$ cat src/sv/ibfp_pkg.sv
`timescale 1ns / 1ps
// ----------------------------------------------------------------------------
// ibfp_pkg
// Types and constants shared by the I-Bus frame parser core and its step logic.
// ----------------------------------------------------------------------------
package ibfp_pkg;

    // Result tag for each transfer
    typedef enum logic [2:0] {
        KIND_NONE   = 3'd0,
        KIND_SOURCE = 3'd1,
        KIND_LENGTH = 3'd2,
        KIND_DEST   = 3'd3,
        KIND_DATA   = 3'd4,
        KIND_GOOD   = 3'd5,
        KIND_BAD    = 3'd6,
        KIND_ABORT  = 3'd7
    } t_kind;

    // Input function codes
    localparam logic FUNC_BYTE    = 1'b0;
    localparam logic FUNC_TIMEOUT = 1'b1;

    // Minimum legal length byte (destination plus checksum)
    localparam logic [7:0] LEN_MIN   = 8'd2;
    // Header bytes ahead of the data: source, length, destination
    localparam logic [8:0] HDR_BYTES = 9'd3;

    // Frame positions of the header bytes
    localparam logic [8:0] POS_SOURCE = 9'd0;
    localparam logic [8:0] POS_LENGTH = 9'd1;
    localparam logic [8:0] POS_DEST   = 9'd2;

    typedef struct packed {
        logic       func;
        logic [7:0] rx_byte;
    } t_in;

    typedef struct packed {
        t_kind      kind;
        logic [7:0] value;
        logic [7:0] data_index;
        logic [7:0] frame_source;
        logic [7:0] frame_destination;
        logic [7:0] data_count;
        logic       restart_idle_timer;
    } t_out;

    // Parser state; position needs 9 bits since a 255 length frame ends at 256
    typedef struct packed {
        logic [8:0] position;
        logic [7:0] running_xor;
        logic [7:0] data_len;
        logic [7:0] held_source;
        logic [7:0] held_destination;
    } t_state;

endpackage

$ cat src/sv/ibfp_step.sv
`timescale 1ns / 1ps
// ----------------------------------------------------------------------------
// ibfp_step
// Per-item parser step: from the current state and one input item, the next
// state and the result item.
// ----------------------------------------------------------------------------
module ibfp_step
    import ibfp_pkg::*;
(
    input  t_state i_state,
    input  t_in    i_in,
    output t_state o_next,
    output t_out   o_res
);

    logic [8:0] data_pos;

    // Offset of the current byte within the data field
    assign data_pos = i_state.position - HDR_BYTES;

    always_comb begin
        o_next                   = i_state;
        o_res.kind               = KIND_NONE;
        o_res.value              = 8'd0;
        o_res.data_index         = 8'd0;
        o_res.frame_source       = i_state.held_source;
        o_res.frame_destination  = i_state.held_destination;
        o_res.data_count         = i_state.data_len;
        o_res.restart_idle_timer = 1'b0;

        if (i_in.func == FUNC_TIMEOUT) begin
            // Idle timeout: abort a partial frame, nothing when idle
            if (i_state.position != POS_SOURCE) begin
                o_res.kind = KIND_ABORT;
            end
            o_next = '0;
        end else begin
            o_res.restart_idle_timer = 1'b1;
            o_res.value              = i_in.rx_byte;
            if (i_state.position == POS_SOURCE) begin
                o_res.kind              = KIND_SOURCE;
                o_res.frame_source      = i_in.rx_byte;
                o_next.held_source      = i_in.rx_byte;
                o_next.running_xor      = i_state.running_xor ^ i_in.rx_byte;
                o_next.position         = POS_LENGTH;
            end else if (i_state.position == POS_LENGTH) begin
                if (i_in.rx_byte < LEN_MIN) begin
                    // Malformed length
                    o_res.kind = KIND_ABORT;
                    o_next     = '0;
                end else begin
                    o_res.kind         = KIND_LENGTH;
                    o_res.data_count   = i_in.rx_byte - LEN_MIN;
                    o_next.data_len    = i_in.rx_byte - LEN_MIN;
                    o_next.running_xor = i_state.running_xor ^ i_in.rx_byte;
                    o_next.position    = POS_DEST;
                end
            end else if (i_state.position == POS_DEST) begin
                o_res.kind              = KIND_DEST;
                o_res.frame_destination = i_in.rx_byte;
                o_next.held_destination = i_in.rx_byte;
                o_next.running_xor      = i_state.running_xor ^ i_in.rx_byte;
                o_next.position         = HDR_BYTES;
            end else if (data_pos < {1'b0, i_state.data_len}) begin
                o_res.kind         = KIND_DATA;
                o_res.data_index   = data_pos[7:0];
                o_next.running_xor = i_state.running_xor ^ i_in.rx_byte;
                o_next.position    = i_state.position + 9'd1;
            end else begin
                // Checksum byte closes the frame
                o_res.kind = (i_in.rx_byte == i_state.running_xor) ? KIND_GOOD : KIND_BAD;
                o_next     = '0;
            end
        end
    end

endmodule

$ cat src/sv/ibus_frame_parser_core.sv
`timescale 1ns / 1ps
// ----------------------------------------------------------------------------
// ibus_frame_parser_core
// I-Bus frame deframer with XOR checksum: tags each received byte and closes
// each frame as good, bad or aborted.
// ----------------------------------------------------------------------------
//  channel | direction | handshake                 | payload
//  --------+-----------+---------------------------+------------------------
//  in      | input     | i_in_valid / o_in_stall   | i_in_data  (t_in)
//  out     | output    | o_out_valid / i_out_stall | o_out_data (t_out)
//
//  One item per cycle while o_in_stall is low; each accepted item gives one
//  result in the result register, or in the skid register behind it while
//  the output is stalled, so input stays open for one more transfer. The
//  state update and result are a single step of logic ahead of the result
//  register. o_in_stall rises only when the skid register is full. Reset
//  clears the parser state and both output slots.
// ----------------------------------------------------------------------------
module ibus_frame_parser_core
    import ibfp_pkg::*;
(
    input  logic i_clk,
    input  logic i_rst_n,
    input  logic i_in_valid,
    output logic o_in_stall,
    input  t_in  i_in_data,
    output logic o_out_valid,
    input  logic i_out_stall,
    output t_out o_out_data
);

    t_state r_state;
    t_state n_state;
    t_out   step_res;
    t_out   r_out;
    t_out   r_skid;
    logic   r_out_valid;
    logic   r_skid_valid;
    logic   in_accept;
    logic   out_take;

    ibfp_step u_step (
        .i_state (r_state),
        .i_in    (i_in_data),
        .o_next  (n_state),
        .o_res   (step_res)
    );

    assign in_accept   = i_in_valid && !r_skid_valid;
    assign out_take    = r_out_valid && !i_out_stall;
    assign o_in_stall  = r_skid_valid;
    assign o_out_valid = r_out_valid;
    assign o_out_data  = r_out;

    // Parser state
    always_ff @(posedge i_clk) begin
        if (!i_rst_n) begin
            r_state <= '0;
        end else if (in_accept) begin
            r_state <= n_state;
        end
    end

    // Output and skid slot control
    always_ff @(posedge i_clk) begin
        if (!i_rst_n) begin
            r_out_valid  <= 1'b0;
            r_skid_valid <= 1'b0;
        end else if (in_accept) begin
            if (!r_out_valid || out_take) begin
                r_out_valid <= 1'b1;
            end else begin
                r_skid_valid <= 1'b1;
            end
        end else if (out_take) begin
            r_out_valid  <= r_skid_valid;
            r_skid_valid <= 1'b0;
        end
    end

    // Output and skid payload
    always_ff @(posedge i_clk) begin
        if (in_accept) begin
            if (!r_out_valid || out_take) begin
                r_out <= step_res;
            end else begin
                r_skid <= step_res;
            end
        end else if (out_take && r_skid_valid) begin
            r_out <= r_skid;
        end
    end

    // Checks
    a_skid_needs_out: assert property (@(posedge i_clk) disable iff (!i_rst_n)
        r_skid_valid |-> r_out_valid)
        else $error("skid slot full while output slot empty");

    a_timeout_clears: assert property (@(posedge i_clk) disable iff (!i_rst_n)
        (in_accept && i_in_data.func == FUNC_TIMEOUT) |=> (r_state.position == POS_SOURCE))
        else $error("timeout did not clear the parser");

    a_pos_bound: assert property (@(posedge i_clk) disable iff (!i_rst_n)
        r_state.position <= ({1'b0, r_state.data_len} + HDR_BYTES))
        else $error("frame position beyond checksum byte");

    a_no_restart_kind: assert property (@(posedge i_clk) disable iff (!i_rst_n)
        (r_out_valid && !r_out.restart_idle_timer) |->
            (r_out.kind == KIND_NONE || r_out.kind == KIND_ABORT))
        else $error("timeout result with a byte kind");

endmodule
$ cat config.mk
export PLATFORM = sky130hd
export DESIGN_NAME = ibus_frame_parser_core
export DESIGN_NICKNAME = d
export VERILOG_FILES = /design/src/sv/ibfp_pkg.sv /design/src/sv/ibfp_step.sv /design/src/sv/ibus_frame_parser_core.sv
export SDC_FILE = /design/constraint.sdc
export NUM_CORES = 1
export LEC_CHECK = 0
export BUFFER_PORTS_ARGS = -buffer_cell sky130_fd_sc_hd__buf_2
export CAP_MARGIN = 20
export CORE_ASPECT_RATIO = 0.5
export CORE_MARGIN = 2
export CORE_UTILIZATION = 60
export DETAILED_ROUTE_END_ITERATION = 6
export GPL_TIMING_DRIVEN = 0
export PLACE_DENSITY_LB_ADDON = 0.05
export SYNTH_ARGS = -nofsm -noshare
export SYNTH_HDL_FRONTEND = slang
export SYNTH_HIERARCHICAL = 1
export SYNTH_SLANG_ARGS = --single-unit
$ cat constraint.sdc
create_clock -name i_clk -period 5.3 [get_ports i_clk]
set_clock_uncertainty 0.15 [all_clocks]
set_input_delay 1.59 -clock i_clk [delete_from_list [all_inputs] [get_ports i_clk]]
set_output_delay 1.59 -clock i_clk [all_outputs]
set_load 0.01 [all_outputs]
==> results_dict.tcl <==
set metrics [dict create \
    synth_nets 617 \
    fin_crit_ps 3950 \
    cp-startpoint "i_in_data[3]" \
    hold_viol 0 \
    final-setup-viol-count 0 \
    rsz0062_at_grt "false" \
    start_util_pct 61.1 \
    outcome "complete, no violations" \
    grt_overflow 0 \
    htreeDepth 4 \
    crit_path_start_kind "input pin" \
    cts_max_path_buffers 2 \
    globalplace.congestion 0.910 \
    cts_hold_buf 0 \
    ys_warn_count 6 \
    num_io_pins 59 \
    drt_iter0_drc 453 \
    grt_pass1_vias 4478 \
    placeableCoreArea_um2 10900 \
    ant_nets 0 \
    crit_end "o_out_data[8]" \
    synthDistinctLibCells 51 \
    final.setup.worst_slack_ps 1350 \
    drv_slew 0 \
    maxSlewHeadroom_pct 40.7 \
    endpoint_kind "register" \
    grtUsageTotal_pct 26.8 \
    grt_pass1_wl_mm 24.3 \
    cts.sinks 131 \
    synth_edf_count 88 \
    wl_per_cell_um 18.8 \
    r2r-end "r_state[29]" \
    vias 4832 \
    clk-insertion-delay-late_ps 410 \
    synthTopCellsByArea "edfxtp_1, dfxtp_1, mux2_2, nand2_1, mux2i_1" \
    clockRootBuffer "clkbuf_16" \
    ir_drop_uv 215 \
    cts_made_buffers 17 \
    total_power_uw 2580 \
    syn_to_final_growth_pct 16.2 \
    cts_tree "built" \
    avgSynthCellArea_um2 11.2 \
    vias_per_cell 5.89 \
    path_clk_slew_ps 60 \
    critPathKind "in2reg" \
    cts_setup_buffers 0 \
    yosysTopAreaCellShare_pct 39.8 \
    synthCells 592 \
    dieWidth_um 153 \
    dieArea_um2 12000 \
    holdWs_ps 316 \
    p_per_area_nw_per_um2 334 \
    insertedDiodeCount 0 \
    drc_errors 0 \
    port_buffers 50 \
    drive_gt1_share_pct 24.9 \
    pre_cts_ws_ps 972 \
    die_y_um 78.4 \
    cap_violations 0 \
    cts-resized-gates 0 \
    hpwl_mm 10.7 \
    r2r_cells 15 \
    rows 27 \
    crit_required_ps 5310 \
    nNetsFinal 688 \
    syn_area_um2 6650 \
    synth_area_leader_cell "edfxtp_1" \
    hp-class "reg2reg" \
    max_freq_ghz 0.253 \
    grt_antenna_before_repair 0 \
    ys_seq_area_share_pct 52.7 \
    tightest_slew_ps 887 \
    arrival_ps 3960 \
    synth_flop_cell "edfxtp_1" \
    cp_max_fo 10 \
    final_core_util_pct 71.0 \
    drtPass1Iterations 5 \
    r2r-start "r_state[32]" \
    r2r_setup_slack_ps 1490 \
    dp.cells 789 \
    leakage_uw 0.00299 \
    final_cell_count_no_fill 821 \
    worstHoldStart "r_state[36]" \
    grt_max_degree 34 \
    async_flop_share_pct 0 \
    ys_seq_elements 131 \
    wl_mm 15.5 \
    final.period_utilization_pct 74.5 \
]
-- layer usage --
| layer | vias up | wire length, um | track usage, % | share of wire (%) |
|---|---|---|---|---|
| met5 | - | 0 | 0 | 0 |
| met4 | 0 | 367 | 10.1 | 2.4 |
| met3 | 32 | 1020 | 6.07 | 6.6 |
| met2 | 184 | 6580 | 39.4 | 43 |
| met1 | 2351 | 7500 | 39.0 | 48 |
| li1 | 2265 | - | - | - |
-- metrics by stage --
| step | area, um^2 | setup TNS (ps) |
|---|---|---|
| finish | 7730 | 0 |
| CTS | 7730 | 0 |
| detailed placement | 7150 | 0 |
| global placement | 7080 | -47070 |
| floorplan | 6650 | 0 |
| global route | 7730 | 0 |
-- power breakdown --
| part | leakage, uW | internal (uW) | switching (uW) |
|---|---|---|---|
| Combinational | 0.00151 | 104 | 160 |
| Sequential | 0.00119 | 1140 | 15.6 |
| Clock | 0.000282 | 696 | 465 |
-- state kept, by name, indices dropped and copies added (netlist names) --
register     count
o_in_stall       1
o_out_data      44
r_state         41
r_skid          44
o_out_valid      1
-- critical path, cell delays in order --
cell      delay [ps]
clkbuf_1         240
or4_4            510
or4_4            450
and2b_1          260
nand2_2          250
mux2_2           390
mux2_2           270
-- cells in the mapped netlist, drive strengths merged (3+ instances only) --
cell	number
a311oi	6
dfxtp	43
mux2	58
o22ai	8
nor2b	13
ha	12
edfxtp	88
o21ai	5
nor4	3
a31oi	3
inv	14
nor3	3
nand2	113
a21oi	15
xnor2	6
or4	3
a211oi	5
xor2	18
clkbuf	22
a21o	3
nor2	40
mux2i	41
a22o	16
buf	19
nand3	9
-- cell type report --
class                      instances  area, um^2
buffer                            41         244
clock buffer                      17         425
clock inverter                    15         155
fill                             782        3150
inverter                          14        52.6
multi-input combinational        406        2870
sequential                       131        3500
tap                              145         181
timing repair buffer              52         298
-- layout by cell type, fill, tap and decap left out, types with 4 or more instances in the layout --
master and n:
clkbuf_16 17, xor2_1 18, o22ai_1 8, ha_1 12, nand3_1 9, inv_6 4
buf_6 10, nand2_1 112, a311oi_1 6, a21oi_1 15, nor2_1 39, inv_1 14
mux2_2 58, xnor2_1 6, a22o_1 16, buf_2 56, nor2b_1 13, clkbuf_1 22
edfxtp_1 88, dfxtp_1 43, a211oi_1 5, o21ai_0 5, mux2i_1 41
-- cells by family after synthesis --
kind of cell	synth area share [%]
simple gates	13.8
flops	52.7
buf+inv	4.46
fa+ha+maj	2.26
compound gates	7.59
xor+xnor	3.16
mux	16.0
-- how the worst min path moves through the flow --
stage / to / slack [ps] / depth (start not counted)
finish: r_state[36] / 320 / 2
CTS: r_state[36] / 320 / 2
global placement: r_state[34] / 300 / 2
global route: r_state[31] / 330 / 2
floorplan: r_state[35] / 290 / 2
detailed placement: r_state[36] / 310 / 2
No activity file was read; power rests on OpenSTA's default activity.
